--- config.mk ---
export PLATFORM = sky130hd
export DESIGN_NAME = start_code_frame_packetizer
export DESIGN_NICKNAME = d
export VERILOG_FILES = /design/src/sv/scfp_pkg.sv /design/src/sv/start_code_frame_packetizer.sv /design/src/sv/scfp_ctrl.sv /design/src/sv/scfp_datapath.sv
export VERILOG_INCLUDE_DIRS = /design/src /design/src/sv
export SDC_FILE = /design/constraint.sdc
export NUM_CORES = 1
export LEC_CHECK = 0
export ABC_AREA = 1
export BUFFER_PORTS_ARGS = -buffer_cell sky130_fd_sc_hd__buf_2
export CAP_MARGIN = 20
export CORE_AREA = 2 2 146 148
export CTS_CLUSTER_SIZE = 8
export DETAILED_ROUTE_END_ITERATION = 16
export DIE_AREA = 0 0 148 150
export GPL_ROUTABILITY_DRIVEN = 0
export PLACE_DENSITY = 0.59
export SYNTH_ARGS = -nofsm -noshare
export SYNTH_HDL_FRONTEND = slang
export SYNTH_SLANG_ARGS = --single-unit
--- constraint.sdc ---
create_clock -name clk_i -period 7.5 [get_ports clk_i]
set_input_delay 1.5 -clock clk_i [delete_from_list [all_inputs] [get_ports clk_i]]
set_output_delay 1.5 -clock clk_i [all_outputs]
set_load 0.1 [all_outputs]
--- src/sv/start_code_frame_packetizer_defines.svh ---
// ----------------------------------------------------------------------------
// start_code_frame_packetizer_defines
// Assertion macros used by the start code packetizer datapath.
// ----------------------------------------------------------------------------
`ifndef START_CODE_FRAME_PACKETIZER_DEFINES_SVH
`define START_CODE_FRAME_PACKETIZER_DEFINES_SVH

// Same-cycle implication, disabled while reset is asserted.
`define SCFP_ASSERT_IMP(label, clk, rst_n, ante, cons) \
  label: assert property (@(posedge clk) disable iff (!rst_n) (ante) |-> (cons)) \
    else $error("scfp: same-cycle check failed");

// Next-cycle implication, disabled while reset is asserted.
`define SCFP_ASSERT_NXT(label, clk, rst_n, ante, cons) \
  label: assert property (@(posedge clk) disable iff (!rst_n) (ante) |=> (cons)) \
    else $error("scfp: next-cycle check failed");

`endif

--- src/sv/scfp_pkg.sv ---
`timescale 1ns / 1ps
// ----------------------------------------------------------------------------
// scfp_pkg
// Types and constants of the start code frame packetizer.
// ----------------------------------------------------------------------------
package scfp_pkg;

  localparam int unsigned BYTE_W           = 8;
  localparam int unsigned LEN_W            = 11;
  localparam int unsigned HELD_W           = 6;
  localparam int unsigned FRAME_W          = 32;
  localparam int unsigned PACKET_W         = 16;
  localparam int unsigned OUT_TDATA_W      = 72;
  localparam int unsigned ZERO_RUN_MAX_DEF = 32;

  localparam logic [LEN_W-1:0]   LIMIT_RESET = LEN_W'(1400);
  localparam logic [HELD_W-1:0]  START_ZEROS = HELD_W'(3);
  localparam logic [BYTE_W-1:0]  START_BYTE  = BYTE_W'(1);
  localparam logic [FRAME_W-1:0] FRAME_RESET = '1;
  localparam logic [FRAME_W-1:0] FRAME_WRAP  = 32'h7FFF_FFFF;

  typedef enum logic {
    KIND_PAYLOAD = 1'b0,
    KIND_CLOSE   = 1'b1
  } kind_e;

  typedef enum logic [1:0] {
    EMIT_CLOSE = 2'd0,
    EMIT_ZERO  = 2'd1,
    EMIT_BYTE  = 2'd2
  } emit_e;

  // controller -> datapath
  typedef struct packed {
    logic  load;       // input transaction taken
    logic  emit;       // write one result into the output register
    emit_e emit_sel;
    logic  finish;     // close caused by a start code
    logic  last;       // final result of the current input byte
    logic  new_frame;  // advance frame, restart packet numbering
  } cmd_t;

  // datapath -> controller
  typedef struct packed {
    logic is_zero;
    logic start_code;
    logic run_full;
    logic fill_zero;
    logic over_limit;
    logic held_zero;
    logic held_one;
    logic extra;
    logic out_free;
  } status_t;

endpackage

--- src/sv/start_code_frame_packetizer.sv ---
`timescale 1ns / 1ps
// Sequence: an accepted byte that ends a start code first closes the packet (an empty packet
//   is skipped); every released byte then passes a limit check, which may write a close marker,
//   and then writes its held zeros and, if nonzero, the byte itself as payload results.
// A zero byte that is only held ends there; no new byte is taken until every result of the
//   last one is written, and output stalls hold the sequence.
// Reset: rst_ni low clears all counters, frame number to -1, limit to 1400.
// ----------------------------------------------------------------------------
// start_code_frame_packetizer
// Cuts an encoded byte stream into packets at start codes and a payload limit.
// ----------------------------------------------------------------------------
module start_code_frame_packetizer #(
  parameter int unsigned ZERO_RUN_MAX = scfp_pkg::ZERO_RUN_MAX_DEF
) (
  input  logic                             clk_i,
  input  logic                             rst_ni,
  input  logic                             cfg_we_i,
  input  logic [scfp_pkg::LEN_W-1:0]       cfg_wdata_i,    // payload_limit
  input  logic                             s_axis_tvalid,
  output logic                             s_axis_tready,
  input  logic [scfp_pkg::BYTE_W-1:0]      s_axis_tdata,   // stream_byte
  output logic                             m_axis_tvalid,
  input  logic                             m_axis_tready,
  // payload_byte, frame_number, packet_number, first_in_frame,
  // frame_finish, packet_length, zero pad
  output logic [scfp_pkg::OUT_TDATA_W-1:0] m_axis_tdata,
  output logic                             m_axis_tuser,   // item_kind
  output logic                             m_axis_tlast    // last_of_run
);
  import scfp_pkg::*;

  cmd_t    cmd;
  status_t status;

  scfp_ctrl u_ctrl (
    .clk_i      (clk_i),
    .rst_ni     (rst_ni),
    .in_valid_i (s_axis_tvalid),
    .in_ready_o (s_axis_tready),
    .status_i   (status),
    .cmd_o      (cmd)
  );

  scfp_datapath #(
    .ZERO_RUN_MAX (ZERO_RUN_MAX)
  ) u_datapath (
    .clk_i       (clk_i),
    .rst_ni      (rst_ni),
    .cfg_we_i    (cfg_we_i),
    .cfg_wdata_i (cfg_wdata_i),
    .byte_i      (s_axis_tdata),
    .cmd_i       (cmd),
    .status_o    (status),
    .out_valid_o (m_axis_tvalid),
    .out_ready_i (m_axis_tready),
    .out_data_o  (m_axis_tdata),
    .out_kind_o  (m_axis_tuser),
    .out_last_o  (m_axis_tlast)
  );

endmodule

--- src/sv/scfp_ctrl.sv ---
`timescale 1ns / 1ps
// ----------------------------------------------------------------------------
// scfp_ctrl
// Sequencer: takes a byte, then steps through close and release results.
// ----------------------------------------------------------------------------
module scfp_ctrl (
  input  logic             clk_i,
  input  logic             rst_ni,
  input  logic             in_valid_i,
  output logic             in_ready_o,
  input  scfp_pkg::status_t status_i,
  output scfp_pkg::cmd_t    cmd_o
);
  import scfp_pkg::*;

  typedef enum logic [3:0] {
    ST_IDLE   = 4'b0001,
    ST_SCLOSE = 4'b0010,
    ST_CHECK  = 4'b0100,
    ST_RUN    = 4'b1000
  } state_e;

  state_e state_q, state_d;

  always_ff @(posedge clk_i or negedge rst_ni) begin
    if (!rst_ni) begin
      state_q <= ST_IDLE;
    end else begin
      state_q <= state_d;
    end
  end

  assign in_ready_o = (state_q == ST_IDLE);

  always_comb begin
    state_d        = state_q;
    cmd_o          = '0;
    cmd_o.emit_sel = EMIT_ZERO;
    unique case (state_q)
      ST_IDLE: begin
        if (in_valid_i) begin
          cmd_o.load = 1'b1;
          if (status_i.is_zero) begin
            if (status_i.run_full) state_d = ST_CHECK;
          end else if (status_i.start_code) begin
            state_d = ST_SCLOSE;
          end else begin
            state_d = ST_CHECK;
          end
        end
      end
      ST_SCLOSE: begin
        // an empty packet is skipped without a marker
        if (status_i.fill_zero) begin
          cmd_o.new_frame = 1'b1;
          state_d         = ST_CHECK;
        end else if (status_i.out_free) begin
          cmd_o.emit      = 1'b1;
          cmd_o.emit_sel  = EMIT_CLOSE;
          cmd_o.finish    = 1'b1;
          cmd_o.new_frame = 1'b1;
          state_d         = ST_CHECK;
        end
      end
      ST_CHECK: begin
        if (status_i.over_limit && !status_i.fill_zero) begin
          if (status_i.out_free) begin
            cmd_o.emit     = 1'b1;
            cmd_o.emit_sel = EMIT_CLOSE;
            cmd_o.last     = status_i.held_zero && !status_i.extra;
            state_d        = ST_RUN;
          end
        end else begin
          state_d = ST_RUN;
        end
      end
      ST_RUN: begin
        if (!status_i.held_zero) begin
          if (status_i.out_free) begin
            cmd_o.emit     = 1'b1;
            cmd_o.emit_sel = EMIT_ZERO;
            cmd_o.last     = status_i.held_one && !status_i.extra;
            if (status_i.held_one && !status_i.extra) state_d = ST_IDLE;
          end
        end else if (status_i.extra) begin
          if (status_i.out_free) begin
            cmd_o.emit     = 1'b1;
            cmd_o.emit_sel = EMIT_BYTE;
            cmd_o.last     = 1'b1;
            state_d        = ST_IDLE;
          end
        end else begin
          state_d = ST_IDLE;
        end
      end
      default: state_d = ST_IDLE;
    endcase
  end

endmodule

--- src/sv/scfp_datapath.sv ---
`timescale 1ns / 1ps
// ----------------------------------------------------------------------------
// scfp_datapath
// Zero run, fill, frame and packet counters, limit register, output register.
// ----------------------------------------------------------------------------
`include "start_code_frame_packetizer_defines.svh"

module scfp_datapath #(
  parameter int unsigned ZERO_RUN_MAX = scfp_pkg::ZERO_RUN_MAX_DEF
) (
  input  logic                             clk_i,
  input  logic                             rst_ni,
  input  logic                             cfg_we_i,
  input  logic [scfp_pkg::LEN_W-1:0]       cfg_wdata_i,
  input  logic [scfp_pkg::BYTE_W-1:0]      byte_i,
  input  scfp_pkg::cmd_t                   cmd_i,
  output scfp_pkg::status_t                status_o,
  output logic                             out_valid_o,
  input  logic                             out_ready_i,
  output logic [scfp_pkg::OUT_TDATA_W-1:0] out_data_o,
  output logic                             out_kind_o,
  output logic                             out_last_o
);
  import scfp_pkg::*;

  logic [LEN_W-1:0]    limit_q;
  logic [HELD_W-1:0]   held_q, held_d;
  logic [LEN_W-1:0]    fill_q, fill_d;
  logic [FRAME_W-1:0]  frame_q, frame_d;
  logic [PACKET_W-1:0] packet_q, packet_d;
  logic [BYTE_W-1:0]   byte_q;
  logic                extra_q;

  logic                out_valid_q;
  kind_e               out_kind_q;
  logic [BYTE_W-1:0]   out_byte_q;
  logic [FRAME_W-1:0]  out_frame_q;
  logic [PACKET_W-1:0] out_packet_q;
  logic                out_first_q;
  logic                out_finish_q;
  logic [LEN_W-1:0]    out_len_q;
  logic                out_last_q;

  logic [LEN_W:0]      release_sum;
  logic                out_free;

  assign out_free    = !out_valid_q || out_ready_i;
  assign release_sum = {1'b0, fill_q} + (LEN_W+1)'(held_q) + (LEN_W+1)'(extra_q);

  always_comb begin
    status_o.is_zero    = (byte_i == '0);
    status_o.start_code = (held_q == START_ZEROS) && (byte_i == START_BYTE);
    status_o.run_full   = ({1'b0, held_q} + (HELD_W+1)'(1)) >= (HELD_W+1)'(ZERO_RUN_MAX);
    status_o.fill_zero  = (fill_q == '0);
    status_o.over_limit = release_sum > {1'b0, limit_q};
    status_o.held_zero  = (held_q == '0);
    status_o.held_one   = (held_q == HELD_W'(1));
    status_o.extra      = extra_q;
    status_o.out_free   = out_free;
  end

  always_comb begin
    held_d   = held_q;
    fill_d   = fill_q;
    packet_d = packet_q;
    frame_d  = frame_q;
    if (cmd_i.load && (byte_i == '0)) held_d = held_q + HELD_W'(1);
    if (cmd_i.emit) begin
      case (cmd_i.emit_sel)
        EMIT_CLOSE: begin
          fill_d   = '0;
          packet_d = packet_q + PACKET_W'(1);
        end
        EMIT_ZERO: begin
          held_d = held_q - HELD_W'(1);
          fill_d = fill_q + LEN_W'(1);
        end
        default: fill_d = fill_q + LEN_W'(1);
      endcase
    end
    if (cmd_i.new_frame) begin
      fill_d   = '0;
      packet_d = '0;
      frame_d  = (frame_q == FRAME_WRAP) ? '0 : frame_q + FRAME_W'(1);
    end
  end

  always_ff @(posedge clk_i or negedge rst_ni) begin
    if (!rst_ni) begin
      limit_q     <= LIMIT_RESET;
      held_q      <= '0;
      fill_q      <= '0;
      frame_q     <= FRAME_RESET;
      packet_q    <= '0;
      out_valid_q <= 1'b0;
    end else begin
      if (cfg_we_i) limit_q <= cfg_wdata_i;
      held_q   <= held_d;
      fill_q   <= fill_d;
      frame_q  <= frame_d;
      packet_q <= packet_d;
      if (cmd_i.emit) begin
        out_valid_q <= 1'b1;
      end else if (out_ready_i) begin
        out_valid_q <= 1'b0;
      end
    end
  end

  always_ff @(posedge clk_i) begin
    if (cmd_i.load) begin
      byte_q  <= byte_i;
      extra_q <= (byte_i != '0);
    end
    if (cmd_i.emit) begin
      out_kind_q   <= (cmd_i.emit_sel == EMIT_CLOSE) ? KIND_CLOSE : KIND_PAYLOAD;
      out_byte_q   <= (cmd_i.emit_sel == EMIT_BYTE) ? byte_q : '0;
      out_frame_q  <= frame_q;
      out_packet_q <= packet_q;
      out_first_q  <= (packet_q == '0);
      out_finish_q <= cmd_i.finish;
      out_len_q    <= (cmd_i.emit_sel == EMIT_CLOSE) ? fill_q : '0;
      out_last_q   <= cmd_i.last;
    end
  end

  assign out_valid_o = out_valid_q;
  assign out_kind_o  = out_kind_q;
  assign out_last_o  = out_last_q;
  // byte | frame | packet | first | finish | length | zero pad
  assign out_data_o  = {3'b000, out_len_q, out_finish_q, out_first_q,
                        out_packet_q, out_frame_q, out_byte_q};

  `SCFP_ASSERT_IMP(a_held_bound, clk_i, rst_ni, 1'b1, {1'b0, held_q} <= (HELD_W+1)'(ZERO_RUN_MAX))
  `SCFP_ASSERT_IMP(a_emit_has_room, clk_i, rst_ni, cmd_i.emit, out_free)
  `SCFP_ASSERT_IMP(a_no_empty_close, clk_i, rst_ni, out_valid_q && (out_kind_q == KIND_CLOSE), out_len_q != '0)
  `SCFP_ASSERT_IMP(a_payload_clean, clk_i, rst_ni, out_valid_q && (out_kind_q == KIND_PAYLOAD), !out_finish_q && (out_len_q == '0))
  `SCFP_ASSERT_NXT(a_stall_holds, clk_i, rst_ni, out_valid_q && !out_ready_i, out_valid_q && $stable(out_data_o))

endmodule

; Word level (Yosys, flattened, before mapping)
; Cells that the tools add are included.
[word_totals]
register_bits = 161
inputBits = 24
output_inout_bits = 76
word_cells = 113
[classes]
add_sub_neg = 8
n_lt_le_gt_ge = 2
n_eq_ne = 17
muxes = 47
bitwise = 1
reduce_logical = 21
[ops]
columns = cell, n
row1 = 4-bit two-way mux, 14
row2 = 16-bit two-way mux, 3
row3 = 11-bit two-way mux, 3
row4 = "32-bit by 1-bit adder with 32-bit output, second input constant", 1
row5 = "32-bit by 31-bit equality test with 1-bit output, second input constant", 1
row6 = 32-bit two-way mux, 1
row7 = 3-bit two-way mux, 7
row8 = 6-bit two-way mux, 3
row9 = "16-bit by 1-bit adder with 16-bit output, second input constant", 1
row10 = 16-bit logical NOT, 1
row11 = 4-bit one-hot mux with 4 select lines, 1
row12 = 1-bit two-way mux, 13
row13 = 11-bit by 6-bit adder with 12-bit output, 1
row14 = 12-bit by 1-bit adder with 12-bit output, 1
row15 = 12-bit by 11-bit > comparator with 1-bit output, 1
row16 = "11-bit by 1-bit adder with 11-bit output, second input constant", 1
row17 = 11-bit logical NOT, 1
row18 = "3-bit by 1-bit inequality test with 1-bit output, second input constant", 3
row19 = 3-bit one-hot mux with 3 select lines, 1
row20 = "8-bit by 1-bit equality test with 1-bit output, second input constant", 1
row21 = 8-bit logical NOT, 1
row22 = 8-bit nonzero test, 1
row23 = "6-bit by 1-bit adder with 7-bit output, second input constant", 1
row24 = "7-bit by 6-bit >= comparator with 1-bit output, second input constant", 1
row25 = other kinds (24), 33

; Longest topological paths before layout
[logic_depth]
depth_word = 10
depth_mapped = 25
ltp_nobuf = 24

; Modules after synthesis
; Synthesis repeated with hierarchy kept, for this count alone.
[unflattened]
cells_unflattened = 882
area_unflattened_um2 = 8169.1
[by_module_without_submodules]
columns = mod, instances, cells_each, area_each_um2, seq_area_each_um2
row1 = scfp_datapath, 1, 806, 7717.4, 4376.7
row2 = scfp_ctrl, 1, 76, 451.7, 101.3

; Worst setup path before layout
; Ideal clock, no wire load.
[synth_timing]
path_kind = register to register
start = register u_datapath.extra_q
end = register u_datapath.held_q[1]
t_arrival_ns = 3.571
t_required_ns = 7.376
path_slack_ns = 3.805
stages_incl_launch_ff = 25
synth_period_minus_slack_ns = 3.695
path_cell_list = edfxtp_1 fa_1 inv_1 fa_1 o21ai_0 nand2_1 nand2_1 a21oi_1 xor2_1 ha_1 nand2_1 nor2_1 nand2_1 nand2_1 nand2_1 nand2_1 nand2_1 nand2_1 nand2_1 nand2_1 nand3_2 nand2_4 nand2_2 nand2_1 o21ai_1
[synth_lines]
columns = element, line
row1 = "start, declared", scfp_datapath.sv:32  ; logic extra_q;
row2 = "start signal, assigned", scfp_datapath.sv:113  ; extra_q <= (byte_i != '0);
row3 = "end signal, assigned", scfp_datapath.sv:98  ; held_q <= held_d;
row4 = "end, declared", scfp_datapath.sv:27  ; logic [HELD_W-1:0] held_q, held_d;

==> out/summary.txt <==
Post-CTS setup buffers: 0
All-Layer GR Usage: 16.22%
CTS Root Cell: clkbuf_16
Core Region: 0.02069 mm^2
Syn Inst Count: 850
Site row count: 53
PwrDens: 342.8 mW/mm^2
Avg Inst Size Synth: 9.493 um^2
Hold buffers post-CTS: 0
Register Area: 0.004478 mm^2
CTS max path bufs: 2
Layout cells sized above 1: 20.12%
DR vias: 5986
CP startpoint kind: register
Number of global-route vias before repair: 5711
Mapped cell area: 0.008069 mm^2
DP HPWL: 12190 um
Hold path cells: 0
Flop2flop setup slack: 3270 ps
Starting Density: 39.00%
Synth cell types: 48
Hold Slack: 467.1 ps
Crit-path most repeated cell: nand2_1
Top fanout value on the critical path: 76
CTS Sinks: 161
Worst IR drop on VDD: 0.1991 mV
Unrepaired setup endpoints after global routing: false
Part of the cycle the worst path needs: 56.36%
Asr flop ratio synth: 50.31%
CTS Buf Count: 17
Max-Slew Margin vs Limit: 33.07%
Filler cells: 2035
Post_cts resized: 0
CP Capture Type: register
DR WL/cell: 13.61 um
First-pass GRT wire length: 28590 um
Clock Latency Late Sink: 430 ps
Pin count of the biggest net entering global routing: 77
Pin slew with the least headroom to its limit: 1004 ps
CTS tree: built
Synth top area cells: edfxtp_1, dfrtp_1, dfstp_2, nand2_1, inv_1
Initial antenna violation count: 0
Pleak: 4.137 nW
FF-to-FF End: u_datapath.held_q[4]
Ant diodes: 0
FF+latch count, synth: 161
I/O pin cnt: 100
DP Cell Count: 1207
WS Path Type: register to register
Hold Path Sink: u_datapath.out_packet_q[14]
Run status: complete, no violations
H-tree level count: 4
R2R Path Start: u_datapath.fill_q[0]
Die X: 148 um
Worst Hold Class: register to register
Synthesis-to-layout area growth: 16.56%
Via-to-Cell Ratio: 4.831
Slew Limit Fails: 0
Ys Warns: 0
Routed Wire Length: 16860 um
Reg2Reg Depth: 24
Post-synthesis sequential area ratio: 55.50%
GRT overflow: 0
Final Skew: 12.51 ps
Height of the die: 150 um
Required time worst endpoint: 7800 ps
Min cycle time layout: 4227 ps
Fin nets: 1001
# DRC: 0
DRT iter0 DRCs: 334
Max Cap Viol: 0
FMAX: 236.6 MHz
Clk slew on worst S/H paths: 60 ps
Arr. time, crit path: 4530 ps
Total power: 0.003224 W
Crit-path slowest cell: nand2_4
Worst path cell trace: fa_1 > inv_1 > fa_1 > o21ai_0 > nand2_1 > nand2_1 > a21oi_1 > xor2_1 > ha_1 > nand2_1 > nor2_1 > nand2_1 > nand2_1 > nand2_1 > nand2_1 > nand2_1 > nand2_1 > nand2_1 > nand2_1 > nand3_2 > nand2_4 > nand2_2 > nand2_1 > o21ai_1
Post-layout util: 45.46%
Setup TNS: 0 ps
Setup Viol. Count Final: 0
Post-route ant nets: 0
Area taken by multi-input logic gates: 0.003023 mm^2
Min-delay src: u_datapath.packet_q[14]
I/O Buffers: 96
Post-synth top area share: 29.77%
Drt first pass iters: 5
Commonest register cell after synthesis: edfxtp_1
EDFF count, synth: 80
Final Non-Filler Cells: 1239
Die footprint: 0.02220 mm^2
Synth area leader: edfxtp_1
Critical path's largest stage delay: 750 ps
Final Hold Viols: 0
[report_power, final]
part / switching [W] / internal, W / total [W]
Sequential: 0.000114 / 0.00111 / 0.00122
Clock: 0.000348 / 0.000553 / 0.000900
Combinational: 0.000836 / 0.000266 / 0.00110
[cell usage in the layout, fill, tap and decap left out, drive strengths merged, types with 24 or more instances in the layout]
cell,Yosys,routed
dfrtp,42,42
dfstp,39,39
xor2,28,28
clkbuf,4,24
nand2,173,173
inv,122,124
nor2,82,82
edfxtp,80,80
ha,24,24
nand3,57,57
a21oi,27,27
nor3,35,35
buf,13,97
o21ai,53,53
[synth_stat cells (all sizes together) (2+ instances only)]
| cell type | instances |
|---|---|
| a21oi | 27 |
| a31oi | 2 |
| buf | 13 |
| clkbuf | 4 |
| dfrtp | 42 |
| dfstp | 39 |
| edfxtp | 80 |
| fa | 2 |
| ha | 24 |
| inv | 122 |
| nand2 | 173 |
| nand3 | 57 |
| nand3b | 4 |
| nand4 | 19 |
| nor2 | 82 |
| nor3 | 35 |
| nor4 | 15 |
| o21a | 2 |
| o21ai | 53 |
| o31ai | 6 |
| or2 | 2 |
| xnor2 | 8 |
| xor2 | 28 |
[worst max-delay path: cells and delay by family (launching register included)]
kind / cells / cell delay [ps]
flops: 1 / 450
simple gates: 16 / 2060
fa+ha+maj: 3 / 910
buf+inv: 1 / 60
xor+xnor: 1 / 160
compound gates: 3 / 450
[worst max-delay path by stage]
stage                     slack (ps)  cells after the start              endpoint                  from
after floorplan                 3800                     24  u_datapath.held_q[1]    u_datapath.extra_q
after global placement          3350                     24  u_datapath.held_q[4]  u_datapath.fill_q[0]
after detailed placement        3200                     24  u_datapath.held_q[5]  u_datapath.fill_q[0]
after CTS                       3170                     24  u_datapath.held_q[4]  u_datapath.fill_q[0]
after global routing            2710                     24  u_datapath.held_q[3]  u_datapath.fill_q[0]
final                           3270                     24  u_datapath.held_q[4]  u_datapath.fill_q[0]
[metal layers]
metal | wire length (um) | global-route usage, %
met5 | 0 | 0
met4 | 301 | 5.571
met2 | 8227 | 27.06
met1 | 7722 | 21.15
met3 | 610 | 3.293
[kinds of logic after synthesis]
logic type | synth area share, %
muxes | 0.1395
adders and majority gates | 4.218
other | 0.04647
buffers and inverters | 7.133
and+or+nand+nor | 22.58
AOI/OAI and AO/OA | 6.482
DFF | 55.50
xor gates and xnor gates | 3.908
[sequential cells by signal, indices dropped and copies added, names as in the netlist, 6 cells and up]
register                 cells
u_datapath.limit_q          11
u_datapath.fill_q           11
u_datapath.out_frame_q      32
u_datapath.out_byte_q        8
u_datapath.out_len_q        11
u_datapath.frame_q          32
u_datapath.out_packet_q     16
u_datapath.held_q            6
u_datapath.packet_q         16
u_datapath.byte_q            8
[stage by stage]
stage	area [um^2]	setup WS [ps]
floorplan	8077	3805
global placement	8797	3355
detailed placement	8797	3201
CTS	9405	3171
global route	9405	2710
finish	9405	3273
[area by class of cell]
type                       instances  share of cell area [%]
sequential                       161                   47.61
multi-input combinational        551                   32.14
timing repair buffer              97                   5.215
clock buffer                      24                   5.122
inverter                         123                   4.909
tap                              275                   3.658
clock inverter                     8                   1.344
Note: power is estimated with default switching activity, not from simulation.
